**config.mk**
```make
export PLATFORM = sky130hd
export DESIGN_NAME = sorted_key_table
export DESIGN_NICKNAME = d
export VERILOG_FILES = /design/src/rtl/sktbl_pkg.sv /design/src/rtl/sorted_key_table.sv /design/src/rtl/sktbl_front.sv /design/src/rtl/sktbl_back.sv
export SDC_FILE = /design/constraint.sdc
export NUM_CORES = 1
export LEC_CHECK = 0
export BUFFER_PORTS_ARGS = -buffer_cell sky130_fd_sc_hd__buf_2
export CAP_MARGIN = 20
export CORE_MARGIN = 3
export CORE_UTILIZATION = 45
export DETAILED_ROUTE_END_ITERATION = 12
export HOLD_SLACK_MARGIN = 0.03
export PLACE_DENSITY = 0.66
export SYNTH_ARGS = -nofsm -noshare
export SYNTH_HDL_FRONTEND = slang
export SYNTH_SLANG_ARGS = --single-unit
export TNS_END_PERCENT = 30
```
**constraint.sdc**
```tcl
create_clock -name i_clk -period 4.5 [get_ports i_clk]
set_input_delay 0.45 -clock i_clk [delete_from_list [all_inputs] [get_ports i_clk]]
set_output_delay 0.45 -clock i_clk [all_outputs]
set_load 0.1 [all_outputs]
```
**src/rtl/sktbl_pkg.sv**
```systemverilog
`timescale 1ns / 1ps
// ----------------------------------------------------------------------------
// sktbl_pkg
// Word types, operation and result codes shared by the sorted key table.
// ----------------------------------------------------------------------------
package sktbl_pkg;

    localparam int KEY_W   = 31;
    localparam int AGE_W   = 8;
    localparam int COUNT_W = 5;

    // Operation codes carried in the kind field
    localparam logic [1:0] KIND_INSERT = 2'd0;
    localparam logic [1:0] KIND_SEARCH = 2'd1;
    localparam logic [1:0] KIND_UPDATE = 2'd2;
    localparam logic [1:0] KIND_DELETE = 2'd3;

    // Result status codes
    localparam logic [1:0] STATUS_OK        = 2'd0;
    localparam logic [1:0] STATUS_NOT_FOUND = 2'd1;
    localparam logic [1:0] STATUS_DUPLICATE = 2'd2;
    localparam logic [1:0] STATUS_FULL      = 2'd3;

    // Where a successful insert landed
    localparam logic [1:0] PLACE_ONLY   = 2'd0;
    localparam logic [1:0] PLACE_HEAD   = 2'd1;
    localparam logic [1:0] PLACE_MIDDLE = 2'd2;
    localparam logic [1:0] PLACE_TAIL   = 2'd3;

    typedef struct packed {
        logic [1:0]       kind;
        logic [KEY_W-1:0] key;
        logic [AGE_W-1:0] age;
    } t_in_word;

    typedef struct packed {
        logic [1:0]         status;
        logic [AGE_W-1:0]   age_out;
        logic [1:0]         insert_place;
        logic [COUNT_W-1:0] count;
    } t_out_word;

    // Decoded operation, one-hot
    typedef enum logic [3:0] {
        OP_INSERT = 4'b0001,
        OP_SEARCH = 4'b0010,
        OP_UPDATE = 4'b0100,
        OP_DELETE = 4'b1000
    } t_op;

    typedef struct packed {
        t_op              op;
        logic [KEY_W-1:0] key;
        logic [AGE_W-1:0] age;
    } t_cmd;

    // One table slot
    typedef struct packed {
        logic [KEY_W-1:0] key;
        logic [AGE_W-1:0] age;
    } t_entry;

endpackage

```
**src/rtl/sorted_key_table.sv**
```systemverilog
`timescale 1ns / 1ps
// One operation at a time runs in the back end; the next command is taken in the cycle
//   after the result loads into the output register.
// A stalled result holds the back end in its finish step until the output register frees.
// Reset: synchronous, active low; empties the table, flushes the command queue.
// ----------------------------------------------------------------------------
// sorted_key_table
// Table of records kept in ascending key order with insert, search, update
// and delete operations.
// ----------------------------------------------------------------------------
//
// The front end decodes each input word and parks it in a two-entry command
// queue, so the input keeps flowing while the back end is busy or while a
// finished result sits in the output register waiting out a stall.
//
// The back end holds the records in a slot memory, slots 0..count-1 valid,
// keys strictly ascending. Each command walks some of these steps, in this order:
//   - scan: read slots upward, one per cycle, and stop at the first key that
//     is not below the target; that slot is the hit or the insertion point
//   - decide: pick the status and, for a good insert, its placement
//   - shift up / shift down: move the tail of the table one slot, one word
//     per cycle, to open or close a gap
//   - put: write the new record or the new age
//   - finish: hand the result to the output register
// A duplicate key is reported ahead of a full table. Slots are never cleared;
// only slots below the record count are ever read.
//
module sorted_key_table import sktbl_pkg::*; #(
    parameter int TABLE_DEPTH = 16
) (
    input  logic      i_clk,
    input  logic      i_rst_n,
    input  logic      i_in_valid,
    output logic      o_in_stall,
    input  t_in_word  i_in_word,
    output logic      o_out_valid,
    input  logic      i_out_stall,
    output t_out_word o_out_word
);

    // Command queue between the two halves
    logic cmd_valid;
    t_cmd cmd;
    logic cmd_pop;

    // Accept and decode words; hold up to two pending commands
    sktbl_front u_front (
        .i_clk       (i_clk),
        .i_rst_n     (i_rst_n),
        .i_in_valid  (i_in_valid),
        .o_in_stall  (o_in_stall),
        .i_in_word   (i_in_word),
        .o_cmd_valid (cmd_valid),
        .o_cmd       (cmd),
        .i_cmd_pop   (cmd_pop)
    );

    // Execute commands against the slot memory and drive the result word
    sktbl_back #(
        .TABLE_DEPTH (TABLE_DEPTH)
    ) u_back (
        .i_clk       (i_clk),
        .i_rst_n     (i_rst_n),
        .i_cmd_valid (cmd_valid),
        .i_cmd       (cmd),
        .o_cmd_pop   (cmd_pop),
        .o_out_valid (o_out_valid),
        .i_out_stall (i_out_stall),
        .o_out_word  (o_out_word)
    );

endmodule

```
**src/rtl/sktbl_front.sv**
```systemverilog
`timescale 1ns / 1ps
// ----------------------------------------------------------------------------
// sktbl_front
// Accepts input words, decodes the operation and queues the commands.
// ----------------------------------------------------------------------------
module sktbl_front import sktbl_pkg::*; (
    input  logic     i_clk,
    input  logic     i_rst_n,
    input  logic     i_in_valid,
    output logic     o_in_stall,
    input  t_in_word i_in_word,
    output logic     o_cmd_valid,
    output t_cmd     o_cmd,
    input  logic     i_cmd_pop
);

    localparam int QDEPTH = 2;

    t_cmd       r_queue [QDEPTH];
    logic       r_wr_ptr;
    logic       r_rd_ptr;
    logic [1:0] r_fill;
    t_cmd       dec_cmd;
    logic       push;

    // Decode the operation code
    always_comb begin
        dec_cmd.key = i_in_word.key;
        dec_cmd.age = i_in_word.age;
        dec_cmd.op  = OP_INSERT;
        unique case (i_in_word.kind)
            KIND_INSERT: dec_cmd.op = OP_INSERT;
            KIND_SEARCH: dec_cmd.op = OP_SEARCH;
            KIND_UPDATE: dec_cmd.op = OP_UPDATE;
            KIND_DELETE: dec_cmd.op = OP_DELETE;
        endcase
    end

    assign o_in_stall  = (r_fill == 2'(QDEPTH));
    assign push        = i_in_valid && !o_in_stall;
    assign o_cmd_valid = (r_fill != 2'd0);
    assign o_cmd       = r_queue[r_rd_ptr];

    always_ff @(posedge i_clk) begin
        if (push) begin
            r_queue[r_wr_ptr] <= dec_cmd;
        end
    end

    always_ff @(posedge i_clk) begin
        if (!i_rst_n) begin
            r_wr_ptr <= 1'b0;
            r_rd_ptr <= 1'b0;
            r_fill   <= 2'd0;
        end else begin
            if (push) begin
                r_wr_ptr <= ~r_wr_ptr;
            end
            if (i_cmd_pop) begin
                r_rd_ptr <= ~r_rd_ptr;
            end
            case ({push, i_cmd_pop})
                2'b10:   r_fill <= r_fill + 2'd1;
                2'b01:   r_fill <= r_fill - 2'd1;
                default: r_fill <= r_fill;
            endcase
        end
    end

endmodule

```
**src/rtl/sktbl_back.sv**
```systemverilog
`timescale 1ns / 1ps
// ----------------------------------------------------------------------------
// sktbl_back
// Runs one command at a time against the slot memory: scan, shift, write.
// ----------------------------------------------------------------------------
module sktbl_back import sktbl_pkg::*; #(
    parameter int TABLE_DEPTH = 16
) (
    input  logic      i_clk,
    input  logic      i_rst_n,
    input  logic      i_cmd_valid,
    input  t_cmd      i_cmd,
    output logic      o_cmd_pop,
    output logic      o_out_valid,
    input  logic      i_out_stall,
    output t_out_word o_out_word
);

    localparam int AW = $clog2(TABLE_DEPTH);
    localparam int CW = $clog2(TABLE_DEPTH + 1);

    typedef enum logic [6:0] {
        ST_IDLE     = 7'b0000001,
        ST_SCAN     = 7'b0000010,
        ST_DECIDE   = 7'b0000100,
        ST_SHIFT_UP = 7'b0001000,
        ST_SHIFT_DN = 7'b0010000,
        ST_PUT      = 7'b0100000,
        ST_FINISH   = 7'b1000000
    } t_state;

    t_entry           mem [TABLE_DEPTH];
    t_entry           r_rdata;
    logic             r_rd_vld;
    logic [AW-1:0]    r_rd_idx;

    t_state           r_state,   n_state;
    t_cmd             r_cmd,     n_cmd;
    logic [CW-1:0]    r_issue,   n_issue;
    logic [CW-1:0]    r_pos,     n_pos;
    logic [CW-1:0]    r_count,   n_count;
    logic             r_hit,     n_hit;
    logic [AGE_W-1:0] r_hit_age, n_hit_age;
    logic [1:0]       r_status,  n_status;
    logic [AGE_W-1:0] r_age_out, n_age_out;
    logic [1:0]       r_place,   n_place;
    logic             r_out_vld;
    t_out_word        r_out_word;

    logic             rd_en;
    logic [AW-1:0]    rd_addr;
    logic             wr_en;
    logic [AW-1:0]    wr_addr;
    t_entry           wr_data;
    logic             out_load;
    logic [CW-1:0]    issue_m1;
    logic [CW+4:0]    count_ext;

    assign issue_m1  = r_issue - CW'(1);
    assign count_ext = {5'b0, r_count};

    always_comb begin
        n_state   = r_state;
        n_cmd     = r_cmd;
        n_issue   = r_issue;
        n_pos     = r_pos;
        n_count   = r_count;
        n_hit     = r_hit;
        n_hit_age = r_hit_age;
        n_status  = r_status;
        n_age_out = r_age_out;
        n_place   = r_place;
        rd_en     = 1'b0;
        rd_addr   = r_issue[AW-1:0];
        wr_en     = 1'b0;
        wr_addr   = r_pos[AW-1:0];
        wr_data   = '{key: r_cmd.key, age: r_cmd.age};
        o_cmd_pop = 1'b0;
        out_load  = 1'b0;

        unique case (r_state)
            ST_IDLE: begin
                if (i_cmd_valid) begin
                    o_cmd_pop = 1'b1;
                    n_cmd     = i_cmd;
                    n_issue   = '0;
                    n_state   = ST_SCAN;
                end
            end
            ST_SCAN: begin
                // Pipelined ascending scan: stop at first key not below the target
                if (r_count == '0) begin
                    n_pos   = '0;
                    n_hit   = 1'b0;
                    n_state = ST_DECIDE;
                end else if (r_rd_vld && (r_rdata.key >= r_cmd.key)) begin
                    n_pos     = CW'(r_rd_idx);
                    n_hit     = (r_rdata.key == r_cmd.key);
                    n_hit_age = r_rdata.age;
                    n_state   = ST_DECIDE;
                end else if (r_rd_vld && (CW'(r_rd_idx) == r_count - CW'(1))) begin
                    n_pos   = r_count;
                    n_hit   = 1'b0;
                    n_state = ST_DECIDE;
                end else if (r_issue < r_count) begin
                    rd_en   = 1'b1;
                    n_issue = r_issue + CW'(1);
                end
            end
            ST_DECIDE: begin
                n_status  = STATUS_OK;
                n_age_out = '0;
                n_place   = PLACE_ONLY;
                n_state   = ST_FINISH;
                unique case (r_cmd.op)
                    OP_INSERT: begin
                        if (r_hit) begin
                            n_status = STATUS_DUPLICATE;
                        end else if (r_count == CW'(TABLE_DEPTH)) begin
                            n_status = STATUS_FULL;
                        end else begin
                            if (r_count == '0) begin
                                n_place = PLACE_ONLY;
                            end else if (r_pos == '0) begin
                                n_place = PLACE_HEAD;
                            end else if (r_pos == r_count) begin
                                n_place = PLACE_TAIL;
                            end else begin
                                n_place = PLACE_MIDDLE;
                            end
                            n_issue = r_count;
                            n_state = ST_SHIFT_UP;
                        end
                    end
                    OP_SEARCH: begin
                        if (r_hit) begin
                            n_age_out = r_hit_age;
                        end else begin
                            n_status = STATUS_NOT_FOUND;
                        end
                    end
                    OP_UPDATE: begin
                        if (r_hit) begin
                            n_state = ST_PUT;
                        end else begin
                            n_status = STATUS_NOT_FOUND;
                        end
                    end
                    OP_DELETE: begin
                        if (r_hit) begin
                            n_issue = r_pos + CW'(1);
                            n_state = ST_SHIFT_DN;
                        end else begin
                            n_status = STATUS_NOT_FOUND;
                        end
                    end
                endcase
            end
            ST_SHIFT_UP: begin
                // Move slots pos..count-1 up by one, top first
                if (r_issue > r_pos) begin
                    rd_en   = 1'b1;
                    rd_addr = issue_m1[AW-1:0];
                    n_issue = issue_m1;
                end
                if (r_rd_vld) begin
                    wr_en   = 1'b1;
                    wr_addr = r_rd_idx + AW'(1);
                    wr_data = r_rdata;
                end
                if ((r_issue == r_pos) && !r_rd_vld) begin
                    n_state = ST_PUT;
                end
            end
            ST_SHIFT_DN: begin
                // Close the gap: move slots pos+1..count-1 down by one
                if (r_issue < r_count) begin
                    rd_en   = 1'b1;
                    n_issue = r_issue + CW'(1);
                end
                if (r_rd_vld) begin
                    wr_en   = 1'b1;
                    wr_addr = r_rd_idx - AW'(1);
                    wr_data = r_rdata;
                end
                if ((r_issue >= r_count) && !r_rd_vld) begin
                    n_count = r_count - CW'(1);
                    n_state = ST_FINISH;
                end
            end
            ST_PUT: begin
                wr_en = 1'b1;
                if (r_cmd.op == OP_INSERT) begin
                    n_count = r_count + CW'(1);
                end
                n_state = ST_FINISH;
            end
            ST_FINISH: begin
                if (!r_out_vld || !i_out_stall) begin
                    out_load = 1'b1;
                    n_state  = ST_IDLE;
                end
            end
            default: n_state = ST_IDLE;
        endcase
    end

    // Slot memory: one write port, one registered read port
    always_ff @(posedge i_clk) begin
        if (wr_en) begin
            mem[wr_addr] <= wr_data;
        end
        if (rd_en) begin
            r_rdata <= mem[rd_addr];
        end
        r_rd_idx <= rd_addr;
    end

    always_ff @(posedge i_clk) begin
        r_cmd     <= n_cmd;
        r_issue   <= n_issue;
        r_pos     <= n_pos;
        r_hit     <= n_hit;
        r_hit_age <= n_hit_age;
        r_status  <= n_status;
        r_age_out <= n_age_out;
        r_place   <= n_place;
        if (out_load) begin
            r_out_word <= '{status:       r_status,
                            age_out:      r_age_out,
                            insert_place: r_place,
                            count:        count_ext[COUNT_W-1:0]};
        end
    end

    always_ff @(posedge i_clk) begin
        if (!i_rst_n) begin
            r_state   <= ST_IDLE;
            r_count   <= '0;
            r_rd_vld  <= 1'b0;
            r_out_vld <= 1'b0;
        end else begin
            r_state  <= n_state;
            r_count  <= n_count;
            r_rd_vld <= rd_en;
            if (out_load) begin
                r_out_vld <= 1'b1;
            end else if (!i_out_stall) begin
                r_out_vld <= 1'b0;
            end
        end
    end

    assign o_out_valid = r_out_vld;
    assign o_out_word  = r_out_word;

endmodule

```
; Yosys cells after proc, flatten, opt, wreduce, memory -nomap -nowiden
; Memories as Yosys holds them, arrays and structs flattened. A register that Yosys moved wholly into a read port is not among the register bits.
; Cells that the tools add are included.
[word_totals]
regBits = 70
inputBits = 45
memories = 2
ram_bits = 710
out_inout_bits = 19
[mem_list]
columns = name, words, width, rd, rd_clocked_by_memory_dff, write_ports, line_no
row1 = u_back.mem, 16, 39, 1, 1, 1, sktbl_back.sv:32  ; t_entry mem [TABLE_DEPTH];
row2 = u_front.r_queue, 2, 43, 1, 1, 1, sktbl_front.sv:19  ; t_cmd r_queue [QDEPTH];
[classes]
n_eq_ne = 37
bitwise = 4
n_lt_le_gt_ge = 4
muxes = 64
n_addsub = 9
n_reduce_logical = 30
[op_table]
columns = op, count
row1 = two-way mux 39 bit, 2
row2 = two-way mux 7 bit, 11
row3 = two-way mux 5 bit, 12
row4 = case mux 7 bit (7 select lines), 1
row5 = == test 31 bit, 1
row6 = greater-or-equal comparator 31 bit, 1
row7 = case mux 5 bit (5 select lines), 1
row8 = two-way mux 1 bit, 21
row9 = case mux 7 bit (3 select lines), 1
row10 = two-way mux 4 bit, 5
row11 = case mux 5 bit (2 select lines), 2
row12 = case mux 4 bit (4 select lines), 1
row13 = adder 5 x 1 -> 5 bit (second input constant), 3
row14 = inequality test 2 x 1 -> 1 bit (second input constant), 6
row15 = == test 5 bit, 2
row16 = logical NOT 5 bit, 2
row17 = AND reduction 10 bit, 1
row18 = subtractor 5 x 1 -> 5 bit (second input constant), 2
row19 = == test 2 bit (second input constant), 4
row20 = inequality test 2 bit (second input constant), 4
row21 = case mux 2 bit (2 select lines), 2
row22 = case mux 4 bit (2 select lines), 1
row23 = == test 7 x 1 -> 1 bit (second input constant), 1
row24 = == test 7 x 2 -> 1 bit (second input constant), 1
row25 = other kinds (41), 60

; Longest topological paths before layout
[depth]
depth_word = 7
mapped_depth = 13

; Cells and area by module
; A second synthesis with hierarchy kept.
[hier_totals]
hier_cells = 2414
hier_area_um2 = 37604.8
[modules_own_cells]
columns = mod, area_each_um2, instances, cells_each
row1 = sktbl_back, 34259.1, 1, 2251
row2 = sktbl_front, 3345.7, 1, 163

; Worst setup path after synthesis
; OpenSTA, ideal clock, no wires.
[synth_path]
kind = flip-flop to flip-flop
from = register u_back.r_state[6]
to = register u_front.r_fill[1]
setup_slack_ns = 0.213
arrival_ns = 4.216
required_ns = 4.429
path_stages_with_launch = 7
n_path_buf = 0
cell_sequence = dfxtp_1 nor4_1 or4bb_1 nor2_1 ha_1 or3_1 a21oi_1
[synth_between]
elab_chain_cells = 4
[synth_lines]
columns = element, line_no
row1 = start: declaration, sktbl_back.sv:37  ; t_state r_state, n_state;
row2 = start signal: assignment, sktbl_back.sv:243  ; r_state <= n_state;
row3 = == test 7 x 1 -> 1 bit (*), sktbl_back.sv:81  ; unique case (r_state)
row4 = two-way mux 1 bit (*), sktbl_back.sv:81
row5 = net cmd_pop, sorted_key_table.sv:44  ; logic cmd_pop;
row6 = == test 2 x 1 -> 1 bit or == test 2 bit (tied branches), sktbl_front.sv:62  ; case ({push, i_cmd_pop})
row7 = case mux 2 bit (2 select lines) or nonzero test 2 bit (tied branches), n/a
row8 = end signal: assignment, sktbl_front.sv:63  ; 2'b10: r_fill <= r_fill + 2'd1;
row9 = end signal: assignment, sktbl_front.sv:64  ; 2'b01: r_fill <= r_fill - 2'd1;
row10 = end signal: assignment, sktbl_front.sv:65  ; default: r_fill <= r_fill;
row11 = end: declaration, sktbl_front.sv:22  ; logic [1:0] r_fill;
; Mark *: on every way through the listed nets, which the timed path passes. The rest lies on a longest branch.
; A chain may end at the register's enable or synchronous reset.

; Worst setup path in the final report
[layout_path]
from = register u_back.r_count[1]
to = register, netlist name u_back.r_rdata[3]
[layout_between]
elab_chain_cells = 7
[layout_lines]
columns = element, line_no
row1 = start: declaration, sktbl_back.sv:41  ; logic [CW-1:0] r_count, n_count;
row2 = start signal: assignment, sktbl_back.sv:244  ; r_count <= n_count;
row3 = subtractor 5 x 1 -> 5 bit, sktbl_back.sv:101  ; end else if (r_rd_vld && (CW'(r_rd_idx) == r_count - CW'(1))) begin
row4 = == test 4 x 5 -> 1 bit, sktbl_back.sv:101
row5 = logical AND 1 bit, sktbl_back.sv:101
row6 = two-way mux 1 bit, sktbl_back.sv:101
row7 = two-way mux 1 bit, sktbl_back.sv:96  ; end else if (r_rd_vld && (r_rdata.key >= r_cmd.key)) begin
row8 = two-way mux 1 bit, sktbl_back.sv:92  ; if (r_count == '0) begin
row9 = case mux 1 bit (3 select lines) (*), sktbl_back.sv:81
row10 = net u_back.rd_en, sktbl_back.sv:50  ; logic rd_en;
; Marks and branches as above.

==> impl_metrics.tcl <==
set metrics [dict create \
    synth.ff_latch_count 862 \
    fp.coreArea_um2 83700 \
    synth_top_area_share_pct 66.3 \
    finalNetCount 2441 \
    port_buffers 63 \
    tns_ns 0 \
    grt_pass1_wl_um 132000 \
    grt_pass1_vias 20900 \
    fp.dieH_um 297 \
    wl_um 88700 \
    power.total_mw 26.1 \
    post_cts_buffers 0 \
    yosys.cell_count.top_type "edfxtp_1" \
    via_per_inst 5.81 \
    r2r_cells 11 \
    cts_tree "done" \
    place_inst 3351 \
    globalplace.congestion 0.795 \
    syn_inst 2207 \
    drtIter0Drc 1898 \
    htree_levels 3 \
    timing.rr.end "u_back.r_rdata[3]" \
    crit_top_cell "buf_4" \
    crit_arrival_ns 4.52 \
    reg2reg_slack_ns 0.30 \
    place_area_um2 40000 \
    cts_buffers 88 \
    holdCritPathClass "primary input to flop" \
    post-route-period-util_pct 93.3 \
    relSlewSlack_pct 30.5 \
    syn-num-nets 2302 \
    slew_viol_final 0 \
    cp_max_fo 19 \
    end_kind "flop" \
    setup_violations 0 \
    crit_chain "inv_1, ha_1, or3b_2, nor2_1, buf_4, nor3_1, o2111ai_1, nor3b_1, a21oi_1, nor2_4, buf_4" \
    diodes 0 \
    grt_overflow 0 \
    drc 0 \
    path_clk_slew_ns 0.06 \
    grt_max_degree 80 \
    hpwl_um 49800 \
    cts_sinks 862 \
    fin_skew_ns 0.0248 \
    final_area_um2 43200 \
    antenna_left 0 \
    ios 64 \
    worst_slack_ns 0.303 \
    fmax_mhz 238 \
    worstMarginPinSlew_ns 1.04 \
    antenna_found_initial 2 \
    n_fill_cell 6700 \
    synthTopCellsByCount "840 x edfxtp_1, 513 x mux2i_1, 85 x o22ai_1" \
    crit_required_ns 4.82 \
    critPathKind "flop to flop" \
    reg2reg_from "u_back.r_count[1]" \
    synth_edf_count 840 \
    grt_usage_pct 19.8 \
    drive_gt1_share_pct 17.1 \
    max_stage_delay_ns 0.88 \
    hold_depth 2 \
    syn_area_per_cell_um2 17.2 \
    dp_slack_ns 0.495 \
    p_leak_nw 15.4 \
    ys_warn_count 0 \
    irDropWorstVdd_uv 678 \
    yosys-top-cells-area "edfxtp_1 66%, mux2i_1 13%, mux4_1 2.9%, mux2_2 2.4%, mux4_2 2.1%" \
    syn_area_um2 38100 \
    synth.distinct_cells 67 \
    fin_cells 3549 \
    holdPathEnd "u_front.r_queue[1][40]" \
    max_cap_viol_count 0 \
    min_period_ns 4.20 \
    status "finished clean" \
    async_flop_share_pct 0 \
    die_area_um2 88100 \
    clock_tree.buffer_depth 3 \
    whs_ns 0.149 \
    synth_area_leader_cell "edfxtp_1" \
    rsz0062_at_grt "no" \
    rows 106 \
    vias 20600 \
    routedWlPerCell_um 25.0 \
    cp-start-kind "flop" \
    initial_core_util_pct 45.5 \
    worstSkewPairLatency_ns 0.65 \
    ys_seq_area_share_pct 67.4 \
    min_from "i_in_word[40]" \
    die_x_um 297 \
    fin_util_pct 51.7 \
    powerDensity_nw_per_um2 603 \
    crit_slowest_cell "nor3b_1" \
    ys.flop_type "edfxtp_1" \
    cts_root_buf "clkbuf_16" \
    area_growth_pct 13.6 \
    finalHoldViolations 0 \
    drt_first_pass_iters 6 \
]
[area by class of cell]
class,instances,area [µm²],area share (%)
well taps,1134,1420,3.28
clock inverters,51,500,1.16
clock buffers,108,2320,5.37
repair buffers,170,1490,3.44
flip-flops and latches,862,25700,59.4
inverters,56,210,0.486
multi-input cells,1168,11600,26.9
[layer usage]
layer / wire (µm) / share of wire [%] / track usage [%]
met4: 2030 / 2.3 / 5.33
met2: 42000 / 47 / 31.9
met5: 0 / 0 / 0
met1: 37700 / 43 / 27.3
met3: 6940 / 7.8 / 4.50
[worst max-delay path: cells and delay by family, from the launching register on]
kind            cells  cell delay, ns
buf+inv             3            0.70
fa+ha+maj           1            0.24
compound gates      2            0.44
simple gates        5            2.10
flops               1            0.38
[what timing repair did]
action	in CTS	in global routing
hold buffers	39	0
resized for setup	0	0
hold endpoints to repair	78	0
[worst max-delay path by stage]
stage	from	to	slack, ns	cells past startpoint
global placement	u_back.r_count[1]	u_back.r_rdata[3]	0.56	11
CTS	u_back.r_count[1]	u_back.r_rdata[3]	0.50	11
global route	u_back.r_count[1]	u_back.r_rdata[32]	0.13	11
detailed placement	u_back.r_count[1]	u_back.r_rdata[3]	0.49	11
floorplan	u_back.r_state[6]	u_front.r_fill[1]	0.21	6
finish	u_back.r_count[1]	u_back.r_rdata[3]	0.30	11
[cell families (layout without fill, tap and decap cells)]
kind of cell,count (synthesis),in the layout,share of synthesized area (%)
flops,862,862,67.4
mux,672,672,20.9
compound gates,229,229,4.14
simple gates,191,191,2.60
buf+inv,177,385,2.62
fa+ha+maj,50,50,1.64
xor+xnor,26,26,0.648
[registers in the layout, summed over array words and instances (netlist names), 7 cells and up]
name,count
u_back.mem,624
u_front.r_queue,86
u_back.r_cmd,43
u_back.r_rdata,39
u_back.o_out_word,17
u_back.r_age_out,8
u_back.r_hit_age,8
u_back.r_state,7
[report_power, final]
group | switching [mW] | internal (mW) | leakage, nW
logic | 5.00 | 3.57 | 6.22
clock network | 2.99 | 4.13 | 1.38
registers | 0.299 | 10.1 | 7.78
[layout by cell type, fill, tap and decap left out, types with 5 or more instances in the layout]
master,count
clkbuf_16,90
nor3b_1,5
nor2_1,34
o22ai_1,85
nand3b_1,5
nor4_1,6
inv_1,56
nand2_1,41
nand2b_1,5
and2_1,12
nand4_1,7
a21oi_1,30
buf_4,47
xnor2_1,14
o21ai_0,25
dlygate4sd3_1,39
clkinv_2,17
a211o_1,43
buf_12,20
a221oi_1,5
edfxtp_1,840
clkbuf_1,18
mux4_2,36
bufinv_16,8
mux2_2,81
mux2i_1,513
xor2_1,10
nor3_1,12
nor2b_1,6
nand3_1,17
nor2_4,19
buf_2,63
mux4_1,42
clkinv_1,17
ha_1,49
dfxtp_1,21
No activity file was read; power rests on OpenSTA's default activity.
